File: src/hdl/dotl_pkg.sv
`default_nettype none
package dotl_pkg;

  // list size and derived widths
  localparam int CAPACITY = 32;
  localparam int IDX_W    = $clog2(CAPACITY);
  localparam int CNT_W    = $clog2(CAPACITY + 1);

  // field widths
  localparam int OP_W  = 2;
  localparam int DL_W  = 23;
  localparam int ID_W  = 16;
  localparam int ST_W  = 3;
  localparam int NID_W = ID_W + 1;

  // operation codes
  localparam logic [OP_W-1:0] OP_ADD  = 2'd0;
  localparam logic [OP_W-1:0] OP_DEL  = 2'd1;
  localparam logic [OP_W-1:0] OP_LIST = 2'd2;

  // status codes
  localparam logic [ST_W-1:0] ST_OK       = 3'd0;
  localparam logic [ST_W-1:0] ST_EMPTY    = 3'd1;
  localparam logic [ST_W-1:0] ST_NOTFOUND = 3'd2;
  localparam logic [ST_W-1:0] ST_FULL     = 3'd3;
  localparam logic [ST_W-1:0] ST_NOIDS    = 3'd4;

  // where the id and deadline of a result come from
  typedef enum logic [1:0] {
    SRC_NONE,
    SRC_NEWID,
    SRC_DELID,
    SRC_SLOT
  } src_e;

  // controller to datapath
  typedef struct packed {
    logic             capture;
    logic             commit_add;
    logic             commit_del;
    logic             load_out;
    logic [ST_W-1:0]  status;
    src_e             src;
    logic             last;
    logic [IDX_W-1:0] list_idx;
  } cmd_t;

  // datapath to controller
  typedef struct packed {
    logic             full;
    logic             exhausted;
    logic             empty;
    logic             found;
    logic             out_free;
    logic [CNT_W-1:0] count;
  } sts_t;

endpackage
`default_nettype wire

File: src/hdl/dotl_in_if.sv
`default_nettype none
interface dotl_in_if;
  import dotl_pkg::*;

  logic            valid;
  logic            ready;
  logic [OP_W-1:0] operation;
  logic [DL_W-1:0] deadline_key;
  logic [ID_W-1:0] task_id;

  modport source (output valid, output operation, output deadline_key, output task_id,
                  input ready);
  modport sink   (input valid, input operation, input deadline_key, input task_id,
                  output ready);
endinterface
`default_nettype wire

File: src/hdl/dotl_out_if.sv
`default_nettype none
interface dotl_out_if;
  import dotl_pkg::*;

  logic            valid;
  logic            ready;
  logic [ST_W-1:0] status;
  logic [ID_W-1:0] entry_id;
  logic [DL_W-1:0] entry_deadline;
  logic            last;

  modport source (output valid, output status, output entry_id, output entry_deadline,
                  output last, input ready);
  modport sink   (input valid, input status, input entry_id, input entry_deadline,
                  input last, output ready);
endinterface
`default_nettype wire

File: src/hdl/dotl_ctrl.sv
`default_nettype none
module dotl_ctrl (
  input  wire logic                      clk_i,
  input  wire logic                      rst_ni,
  input  wire logic                      in_valid_i,
  input  wire logic [dotl_pkg::OP_W-1:0] in_op_i,
  output logic                           in_ready_o,
  input  wire dotl_pkg::sts_t            sts_i,
  output dotl_pkg::cmd_t                 cmd_o
);
  import dotl_pkg::*;

  localparam logic [1:0] S_IDLE = 2'd0;
  localparam logic [1:0] S_RESP = 2'd1;
  localparam logic [1:0] S_LIST = 2'd2;

  logic [1:0]       state_q, state_d;
  logic [OP_W-1:0]  op_q, op_d;
  logic [IDX_W-1:0] idx_q, idx_d;
  logic             accept;
  logic             list_last;

  assign in_ready_o = (state_q == S_IDLE);
  assign accept     = in_valid_i && in_ready_o;
  assign list_last  = ((CNT_W'(idx_q) + CNT_W'(1)) == sts_i.count);

  // sequencing and result selection
  always_comb begin
    state_d            = state_q;
    op_d               = op_q;
    idx_d              = idx_q;
    cmd_o              = '0;
    cmd_o.src          = SRC_NONE;
    cmd_o.capture      = accept;
    cmd_o.list_idx     = idx_q;
    case (state_q)
      S_IDLE: begin
        if (accept) begin
          op_d = in_op_i;
          if (in_op_i inside {OP_ADD, OP_DEL, OP_LIST}) state_d = S_RESP;
        end
      end
      S_RESP: begin
        if (sts_i.out_free) begin
          cmd_o.last = 1'b1;
          state_d    = S_IDLE;
          case (op_q)
            OP_ADD: begin
              cmd_o.load_out = 1'b1;
              if (sts_i.full) begin
                cmd_o.status = ST_FULL;
              end else if (sts_i.exhausted) begin
                cmd_o.status = ST_NOIDS;
              end else begin
                cmd_o.status     = ST_OK;
                cmd_o.src        = SRC_NEWID;
                cmd_o.commit_add = 1'b1;
              end
            end
            OP_DEL: begin
              cmd_o.load_out = 1'b1;
              if (sts_i.empty) begin
                cmd_o.status = ST_EMPTY;
              end else if (!sts_i.found) begin
                cmd_o.status = ST_NOTFOUND;
              end else begin
                cmd_o.status     = ST_OK;
                cmd_o.src        = SRC_DELID;
                cmd_o.commit_del = 1'b1;
              end
            end
            OP_LIST: begin
              if (sts_i.empty) begin
                cmd_o.load_out = 1'b1;
                cmd_o.status   = ST_EMPTY;
              end else begin
                cmd_o.last = 1'b0;
                idx_d      = '0;
                state_d    = S_LIST;
              end
            end
            default: ;
          endcase
        end
      end
      S_LIST: begin
        // one entry per cycle while the output register drains
        if (sts_i.out_free) begin
          cmd_o.load_out = 1'b1;
          cmd_o.status   = ST_OK;
          cmd_o.src      = SRC_SLOT;
          cmd_o.last     = list_last;
          if (list_last) state_d = S_IDLE;
          else idx_d = idx_q + IDX_W'(1);
        end
      end
      default: state_d = S_IDLE;
    endcase
  end

  always_ff @(posedge clk_i or negedge rst_ni) begin
    if (!rst_ni) begin
      state_q <= S_IDLE;
    end else begin
      state_q <= state_d;
    end
  end

  always_ff @(posedge clk_i) begin
    op_q  <= op_d;
    idx_q <= idx_d;
  end

endmodule
`default_nettype wire

File: src/hdl/dotl_cells.sv
`default_nettype none
module dotl_cells (
  input  wire logic                      clk_i,
  input  wire logic                      rst_ni,
  input  wire logic [dotl_pkg::DL_W-1:0] in_key_i,
  input  wire logic [dotl_pkg::ID_W-1:0] in_id_i,
  input  wire dotl_pkg::cmd_t            cmd_i,
  output dotl_pkg::sts_t                 sts_o,
  output logic                           out_valid_o,
  input  wire logic                      out_ready_i,
  output logic [dotl_pkg::ST_W-1:0]      out_status_o,
  output logic [dotl_pkg::ID_W-1:0]      out_id_o,
  output logic [dotl_pkg::DL_W-1:0]      out_dl_o,
  output logic                           out_last_o
);
  import dotl_pkg::*;

  logic [ID_W-1:0]  slot_id_q [CAPACITY];
  logic [DL_W-1:0]  slot_dl_q [CAPACITY];
  logic [CNT_W-1:0] count_q;
  logic [NID_W-1:0] next_id_q;
  logic [DL_W-1:0]  key_q;
  logic [ID_W-1:0]  tid_q;
  logic [CAPACITY-1:0] le_d, le_q, seen_d, seen_q, match, ins;
  logic             out_valid_q;
  logic [ST_W-1:0]  out_status_q;
  logic [ID_W-1:0]  out_id_q;
  logic [DL_W-1:0]  out_dl_q;
  logic             out_last_q;

  // per-cell compares against the incoming item
  always_comb begin
    for (int i = 0; i < CAPACITY; i++) begin
      le_d[i]  = (CNT_W'(i) < count_q) && (slot_dl_q[i] <= in_key_i);
      match[i] = (CNT_W'(i) < count_q) && (slot_id_q[i] == in_id_i);
    end
    for (int i = 0; i < CAPACITY; i++) begin
      seen_d[i] = |(match & ({CAPACITY{1'b1}} >> (CAPACITY - 1 - i)));
    end
  end

  // insertion point is the first cell past the equal-or-earlier prefix
  assign ins = ~le_q & {le_q[CAPACITY-2:0], 1'b1};

  always_ff @(posedge clk_i) begin
    if (cmd_i.capture) begin
      le_q   <= le_d;
      seen_q <= seen_d;
      key_q  <= in_key_i;
      tid_q  <= in_id_i;
    end
  end

  // cell chain: shift toward the tail on add, toward the head on delete
  for (genvar g = 0; g < CAPACITY; g++) begin : g_cell
    logic [ID_W-1:0] up_id, dn_id;
    logic [DL_W-1:0] up_dl, dn_dl;
    if (g == 0) begin : g_head
      assign up_id = next_id_q[ID_W-1:0];
      assign up_dl = key_q;
    end else begin : g_body
      assign up_id = slot_id_q[g-1];
      assign up_dl = slot_dl_q[g-1];
    end
    if (g == CAPACITY - 1) begin : g_tail
      assign dn_id = slot_id_q[g];
      assign dn_dl = slot_dl_q[g];
    end else begin : g_inner
      assign dn_id = slot_id_q[g+1];
      assign dn_dl = slot_dl_q[g+1];
    end
    always_ff @(posedge clk_i) begin
      if (cmd_i.commit_add) begin
        if (ins[g]) begin
          slot_id_q[g] <= next_id_q[ID_W-1:0];
          slot_dl_q[g] <= key_q;
        end else if (!le_q[g]) begin
          slot_id_q[g] <= up_id;
          slot_dl_q[g] <= up_dl;
        end
      end else if (cmd_i.commit_del && seen_q[g]) begin
        slot_id_q[g] <= dn_id;
        slot_dl_q[g] <= dn_dl;
      end
    end
  end

  // fill count and id counter
  always_ff @(posedge clk_i or negedge rst_ni) begin
    if (!rst_ni) begin
      count_q   <= '0;
      next_id_q <= NID_W'(1);
    end else if (cmd_i.commit_add) begin
      count_q   <= count_q + CNT_W'(1);
      next_id_q <= next_id_q + NID_W'(1);
    end else if (cmd_i.commit_del) begin
      count_q   <= count_q - CNT_W'(1);
    end
  end

  // output register
  always_ff @(posedge clk_i or negedge rst_ni) begin
    if (!rst_ni) begin
      out_valid_q <= 1'b0;
    end else if (cmd_i.load_out) begin
      out_valid_q <= 1'b1;
    end else if (out_ready_i) begin
      out_valid_q <= 1'b0;
    end
  end

  always_ff @(posedge clk_i) begin
    if (cmd_i.load_out) begin
      out_status_q <= cmd_i.status;
      out_last_q   <= cmd_i.last;
      out_dl_q     <= '0;
      case (cmd_i.src)
        SRC_NEWID: out_id_q <= next_id_q[ID_W-1:0];
        SRC_DELID: out_id_q <= tid_q;
        SRC_SLOT: begin
          out_id_q <= slot_id_q[cmd_i.list_idx];
          out_dl_q <= slot_dl_q[cmd_i.list_idx];
        end
        default: out_id_q <= '0;
      endcase
    end
  end

  assign sts_o.full      = (count_q == CNT_W'(CAPACITY));
  assign sts_o.exhausted = next_id_q[NID_W-1];
  assign sts_o.empty     = (count_q == '0);
  assign sts_o.found     = seen_q[CAPACITY-1];
  assign sts_o.out_free  = !out_valid_q || out_ready_i;
  assign sts_o.count     = count_q;

  assign out_valid_o  = out_valid_q;
  assign out_status_o = out_status_q;
  assign out_id_o     = out_id_q;
  assign out_dl_o     = out_dl_q;
  assign out_last_o   = out_last_q;

endmodule
`default_nettype wire

File: src/hdl/deadline_ordered_task_list.sv
// channel | dir | handshake   | payload
// in_i    | in  | valid/ready | operation, deadline_key, task_id
// out_o   | out | valid/ready | status, entry_id, entry_deadline, last
//
// add and delete: compare of every cell at accept, then the chain shifts in
// one step as the result is loaded into the output register.
// a list: the accept cycle, a turn cycle, then one entry per cycle
// paced by the output register; next item after that.
// reset (rst_ni low, asynchronous) empties the list and sets the id counter
// to one; cell contents are not cleared. a stalled output holds the block.
`default_nettype none
module deadline_ordered_task_list (
  input  wire logic clk_i,
  input  wire logic rst_ni,
  dotl_in_if.sink   in_i,
  dotl_out_if.source out_o
);
  import dotl_pkg::*;

  cmd_t cmd;
  sts_t sts;

  dotl_ctrl u_ctrl (
    .clk_i      (clk_i),
    .rst_ni     (rst_ni),
    .in_valid_i (in_i.valid),
    .in_op_i    (in_i.operation),
    .in_ready_o (in_i.ready),
    .sts_i      (sts),
    .cmd_o      (cmd)
  );

  dotl_cells u_cells (
    .clk_i        (clk_i),
    .rst_ni       (rst_ni),
    .in_key_i     (in_i.deadline_key),
    .in_id_i      (in_i.task_id),
    .cmd_i        (cmd),
    .sts_o        (sts),
    .out_valid_o  (out_o.valid),
    .out_ready_i  (out_o.ready),
    .out_status_o (out_o.status),
    .out_id_o     (out_o.entry_id),
    .out_dl_o     (out_o.entry_deadline),
    .out_last_o   (out_o.last)
  );

endmodule
`default_nettype wire

File: src/flat_wrapper.sv
// flat-port wrapper written by rule: the top's interface ports become plain ports
module deadline_ordered_task_list_flat import dotl_pkg::*;
  (clk_i, rst_ni, in_i_valid, in_i_operation, in_i_deadline_key, in_i_task_id, in_i_ready, out_o_valid, out_o_status, out_o_entry_id, out_o_entry_deadline, out_o_last, out_o_ready);
  dotl_in_if in_i_i ();
  dotl_out_if out_o_i ();
  input  wire logic clk_i;
  input  wire logic rst_ni;
  input wire logic [$bits(in_i_i.valid)-1:0] in_i_valid;
  input wire logic [$bits(in_i_i.operation)-1:0] in_i_operation;
  input wire logic [$bits(in_i_i.deadline_key)-1:0] in_i_deadline_key;
  input wire logic [$bits(in_i_i.task_id)-1:0] in_i_task_id;
  output wire logic [$bits(in_i_i.ready)-1:0] in_i_ready;
  output wire logic [$bits(out_o_i.valid)-1:0] out_o_valid;
  output wire logic [$bits(out_o_i.status)-1:0] out_o_status;
  output wire logic [$bits(out_o_i.entry_id)-1:0] out_o_entry_id;
  output wire logic [$bits(out_o_i.entry_deadline)-1:0] out_o_entry_deadline;
  output wire logic [$bits(out_o_i.last)-1:0] out_o_last;
  input wire logic [$bits(out_o_i.ready)-1:0] out_o_ready;
  assign in_i_i.valid = in_i_valid;
  assign in_i_i.operation = in_i_operation;
  assign in_i_i.deadline_key = in_i_deadline_key;
  assign in_i_i.task_id = in_i_task_id;
  assign in_i_ready = in_i_i.ready;
  assign out_o_valid = out_o_i.valid;
  assign out_o_status = out_o_i.status;
  assign out_o_entry_id = out_o_i.entry_id;
  assign out_o_entry_deadline = out_o_i.entry_deadline;
  assign out_o_last = out_o_i.last;
  assign out_o_i.ready = out_o_ready;
  deadline_ordered_task_list u_core (.clk_i(clk_i), .rst_ni(rst_ni), .in_i(in_i_i), .out_o(out_o_i));
endmodule
File: config.mk
export PLATFORM = sky130hd
export DESIGN_NAME = deadline_ordered_task_list_flat
export DESIGN_NICKNAME = d
export VERILOG_FILES = /design/src/hdl/dotl_pkg.sv /design/src/hdl/dotl_in_if.sv /design/src/hdl/dotl_out_if.sv /design/src/hdl/dotl_ctrl.sv /design/src/hdl/dotl_cells.sv /design/src/hdl/deadline_ordered_task_list.sv /design/src/flat_wrapper.sv
export SDC_FILE = /design/constraint.sdc
export NUM_CORES = 2
export LEC_CHECK = 0
export CORE_MARGIN = 2
export CORE_UTILIZATION = 45
export CTS_CLUSTER_SIZE = 12
export DETAILED_ROUTE_END_ITERATION = 10
export DONT_BUFFER_PORTS = 1
export SYNTH_ARGS = -nofsm -noshare
export SYNTH_HDL_FRONTEND = slang
export SYNTH_SLANG_ARGS = --single-unit
File: constraint.sdc
create_clock -name clk_i -period 10.38 [get_ports clk_i]
set_clock_uncertainty 0.05 [all_clocks]
set_input_delay 0.519 -clock clk_i [delete_from_list [all_inputs] [get_ports clk_i]]
set_output_delay 0.519 -clock clk_i [all_outputs]
set_load 0.01 [all_outputs]
# Word level (Yosys, flattened, before mapping)
# Memory sizes are Yosys's and may differ from the RTL's. A register that Yosys moved wholly into a read port is not among the register bits.
# Index checks and enable logic that the tools add are counted.
[totals] word_cells=898 inputBits=45 output_inout_bits=45 regBits=156 mem_count=2 ramBits=1248
[mem_list] name="u_core.u_cells.slot_dl_q" depth=32 width=23 rd=33 rd_clocked_by_memory_dff=1 write_ports=32 line_no="dotl_cells.sv:19" rtl="logic [DL_W-1:0] slot_dl_q [CAPACITY];"
[mem_list] name="u_core.u_cells.slot_id_q" depth=32 width=16 rd=33 rd_clocked_by_memory_dff=1 write_ports=32 line_no="dotl_cells.sv:18" rtl="logic [ID_W-1:0] slot_id_q [CAPACITY];"
[classes] mux=491 n_addsub=5 magnitude_cmp=64 n_eq_ne=51 n_reduce_logical=142 bitwise=130
[ops] operator="two-way mux 23 bit" n=64
[ops] operator="two-way mux 16 bit" n=64
[ops] operator="less-or-equal comparator 23 bit" n=32
[ops] operator="== test 16 bit" n=32
[ops] operator="two-way mux 1 bit" n=332
[ops] operator="bitwise OR 1 bit" n=128
[ops] operator="logical AND 1 bit" n=97
[ops] operator="less-than comparator 5 x 6 -> 1 bit, first input constant" n=16
[ops] operator="less-than comparator 4 x 6 -> 1 bit, first input constant" n=8
[ops] operator="one-hot mux 16 bit (3 select lines)" n=1
[ops] operator="bitwise AND 32 bit" n=1
[ops] operator="inverter 32 bit" n=1
[ops] operator="OR reduction 32 bit" n=1
[ops] operator="OR reduction 31 bit" n=1
[ops] operator="two-way mux 5 bit" n=6
[ops] operator="OR reduction 30 bit" n=1
[ops] operator="OR reduction 29 bit" n=1
[ops] operator="OR reduction 28 bit" n=1
[ops] operator="OR reduction 27 bit" n=1
[ops] operator="OR reduction 26 bit" n=1
[ops] operator="OR reduction 25 bit" n=1
[ops] operator="less-than comparator 3 x 6 -> 1 bit, first input constant" n=4
[ops] operator="two-way mux 2 bit" n=12
[ops] operator="OR reduction 24 bit" n=1
[ops] operator="54 further kinds" n=76

# Longest topological paths before layout
[depth] ltp_word=10 mapped_depth=13

# By module
# Synthesis repeated with hierarchy kept, for this count alone.
[unflattened] cells_unflattened=9216 hier_area_um2=102534.6
[by_module_without_submodules] module="dotl_cells" cells_each=9129 area_per_inst_um2=101751.3 instances=1
[by_module_without_submodules] module="dotl_ctrl" cells_each=87 area_per_inst_um2=783.3 instances=1

# Worst setup path after synthesis
# Ideal clock, no wire load.
[synth_timing] path_kind="flip-flop to flip-flop" from="register u_core.u_cells.count_q[1]" to="memory u_core.u_cells.slot_dl_q[0][0] (enable)" stages_incl_launch_ff=10 period_less_slack_ps=5141 arrival_ps=4602 n_path_buf=4 setup_time_ps=490 setup_slack_ps=5239 required_ps=9840 path_cell_list="dfrtp_1 -> clkbuf_1 -> inv_1 -> ha_1 -> and3_4 -> or2_1 -> buf_4 -> buf_6 -> buf_1 -> o21ai_0"
[synth_rtl] item="start: declaration" line_no="dotl_cells.sv:20" rtl="logic [CNT_W-1:0] count_q;"
[synth_rtl] item="start signal: assignment" line_no="dotl_cells.sv:94" rtl="count_q <= count_q + CNT_W'(1);"
[synth_rtl] item="start signal: assignment" line_no="dotl_cells.sv:97" rtl="count_q <= count_q - CNT_W'(1);"
[synth_rtl] item="end: declaration" line_no="dotl_cells.sv:19"

==> results.toml <==
[run_status]
outcome = "completed"

[grt]
grt_usage = 0.316
grt_pass1_vias = 75877
grt_overflow = 0
grt_start_max_net_pins = 80
antenna_found_initial = 36
grt_pass1_wl_mm = 542

[synth]
synth_edf_count = 1401
syn_nets = 10084
postSynthCellCount = 9295
synth-main-ff-cell = "edfxtp_1"
ys_seq_area_frac = 0.416
ys_warn_count = 0
syn_area_sq_um = 103000
syn_area_per_cell_sq_um = 11.1
async_reset_ff_frac = 0.0182
synth_cell_types = 77
yosys_register_bits = 1432

[setup_path]
rr_endpoint = "u_core.u_cells.out_id_o[6]$_DFFE_PP_"
slowest_stage = "dfxtp_4"
cp_slowest_stage_delay_ns = 0.88
end_kind = "register"
worstPathArrival_ns = 5.34
cp_max_fo = 44
path_class = "register to register"
start_kind = "register"
ff2ff_path_depth = 6
reg2reg_slack_ns = 5.51
crit_required_ns = 10.85
crit_family = "multiplexers"
path_cells = "buf_4 > buf_4 > mux4_2 > mux4_2 > mux2i_1 > o21ai_0"
critPathBufInv = 2

[timing]
finalWorstPathRequiredPeriod_ns = 4.87
setup_viol = 0
fin_setup_tns_ns = 0
rsz0062_at_grt = "no"
slew_headroom = 0.117
fmax_ghz = 0.205
tightest_slew_ns = 1.32
whs_ns = 0.0818
drv_slew = 0
hold_viol_final = 0
setup_slack_ns = 5.51
fin_crit_sh = 0.469

[cts]
cts_resized = 0
clock_path_buffers = 3
postCtsSetupBuffers = 0
root_buffer = "clkbuf_16"
clkTransAtPathRegs_ns = 0.06
cts_tree = "built"
cts_buffers = 173
htree_levels = 4
cts_sinks = 1432
clock_latency_ns = 0.84

[place]
gp_congestion = 0.989
place_ws_ns = 5.54
hpwl_mm = 276
portBuffers = 0

[die]
die-area_sq_um = 233000
dieHeight_microns = 482
row_count = 175
num_io_pins = 90
die_w_microns = 482
start_util = 0.453
core_area_sq_um = 227000

[layout]
final_net_count = 9783
syn_to_final_growth_pct = 8.06
drive_gt1_frac = 0.113
layout_commonest_cell = "edfxtp_1"
final_cell_mix = "1401 x edfxtp_1, 1353 x nand2_1, 1172 x mux2i_1"

[routing]
first_pass_iters = 8
vias = 78632
wire_per_inst_microns = 30.8
antenna_left = 0
wirelength_mm = 374
via_per_inst = 6.47
drc = 0
drt_iter0_drc = 10007

[hold_path]
worstHoldStart = "in_i_task_id[0]"
hold_depth = 3
whs_endpoint = "u_core.u_cells.seen_q[13]$_DFFE_PP_"
hold_class = "primary input to register"

[power_and_ir_drop]
power.density_nw_per_um2 = 205
power_mw = 22.9
ir_drop_v = 0.000152
p_leak_nw = 36.6

[run]
cap_viol_max_count = 0
## area by class of cell
type                       count  area, sq um
clock inverter                86          828
antenna                       13         32.5
timing repair buffer         242         1940
sequential                  1432        42800
fill                       20228       116000
tap                         3009         3760
multi-input combinational   7072        56900
clock buffer                 229         4740
inverter                      73          274
## sequential cells by signal, summed over array words and instances (netlist names), named ones only
| name | flops |
|---|---|
| u_core.u_cells.next_id_q | 17 |
| u_core.u_cells.seen_q | 32 |
| u_core.u_cells.le_q | 32 |
| u_core.u_cells.tid_q | 16 |
| u_core.u_cells.g_cell.up_dl | 23 |
| u_core.u_ctrl.op_q | 2 |
| u_core.u_cells.out_status_o | 3 |
| u_core.u_cells.out_last_o | 1 |
| u_core.u_cells.slot_dl_q | 736 |
| u_core.u_cells.out_dl_o | 23 |
| u_core.u_ctrl.state_q | 2 |
| u_core.u_ctrl.idx_q | 5 |
| u_core.u_cells.count_q | 6 |
| u_core.u_cells.slot_id_q | 512 |
| u_core.u_cells.out_valid_o | 1 |
| u_core.u_cells.out_id_o | 16 |
## per-stage QoR
step                      instance area (sq um)   util  std cells
after floorplan                          103000      -       9295
after global placement                   105000  0.463      11784
after detailed placement                 105000  0.463      11784
after CTS                                111000  0.489      12143
after global routing                     111000  0.489      12148
final                                    111000  0.489      12156
## tightest hold or removal path, delay by kind of cell
family / cells / cell delay (ns)
AND/OR/NAND/NOR: 1 / 0.09
XOR/XNOR: 1 / 0.07
AO/OA/AOI/OAI: 1 / 0.07
## per-layer routing
layer | share of wire | routed length (microns) | vias up | track usage
met5 | 0.00015 | 58 | - | 0
met4 | 0.042 | 15700 | 8 | 0.120
met3 | 0.092 | 34300 | 751 | 0.0574
met1 | 0.42 | 155000 | 39279 | 0.441
li1 | - | - | 34488 | -
met2 | 0.45 | 169000 | 4106 | 0.489
## synth_stat cells (all sizes together) (25+ instances only)
master,number,area share
nand3,89,0.0044
o21ai,1327,0.064
a21o,177,0.013
nor4,150,0.0094
and2,35,0.0021
a21oi,200,0.0097
ha,744,0.090
nor2,173,0.0064
dfrtp,25,0.0061
mux4,390,0.085
mux2,82,0.0090
nor3,78,0.0067
nand4,187,0.011
xnor2,157,0.013
o21bai,37,0.0027
nor2b,82,0.0050
a22oi,56,0.0041
buf,343,0.020
edfxtp,1401,0.41
xor2,383,0.033
clkbuf,375,0.014
inv,73,0.0027
mux2i,1172,0.11
nand2,1356,0.049
nand2b,34,0.0021
## where the power goes
part / switching, mW / total [mW] / internal (mW)
registers: 1.27 / 9.01 / 7.74
logic: 4.71 / 7.65 / 2.94
clock network: 2.63 / 6.21 / 3.59
## worst max path at each step
stage / to / cells after the start
after floorplan: u_core.u_cells.slot_dl_q[0][0]$_DFFE_PP_ / 9
after global placement: u_core.u_cells.out_id_o[6]$_DFFE_PP_ / 6
after detailed placement: u_core.u_cells.out_id_o[6]$_DFFE_PP_ / 6
after CTS: u_core.u_cells.out_id_o[6]$_DFFE_PP_ / 6
after global routing: u_core.u_cells.out_dl_o[5]$_SDFFCE_PP0P_ / 7
final: u_core.u_cells.out_id_o[6]$_DFFE_PP_ / 6
## timing repair
item	CTS	global route
hold buffers	44	0
endpoints found under the hold margin	69	0
setup endpoints to repair	0	0
## cells by family (layout without fill, tap and decap cells)
| logic type | after synthesis | count (layout) | share of synthesized area |
|---|---|---|---|
| multiplexers | 1644 | 1644 | 0.208 |
| adder cells (fa/ha/maj) | 744 | 744 | 0.0904 |
| XOR/XNOR | 540 | 540 | 0.0459 |
| AND/OR/NAND/NOR | 2238 | 2238 | 0.101 |
| other | 0 | 13 | 0 |
| AO/OA/AOI/OAI | 1906 | 1906 | 0.102 |
| flip-flops | 1432 | 1432 | 0.416 |
| buffers and inverters | 791 | 630 | 0.0367 |
Power figures use the tool's default switching activity.
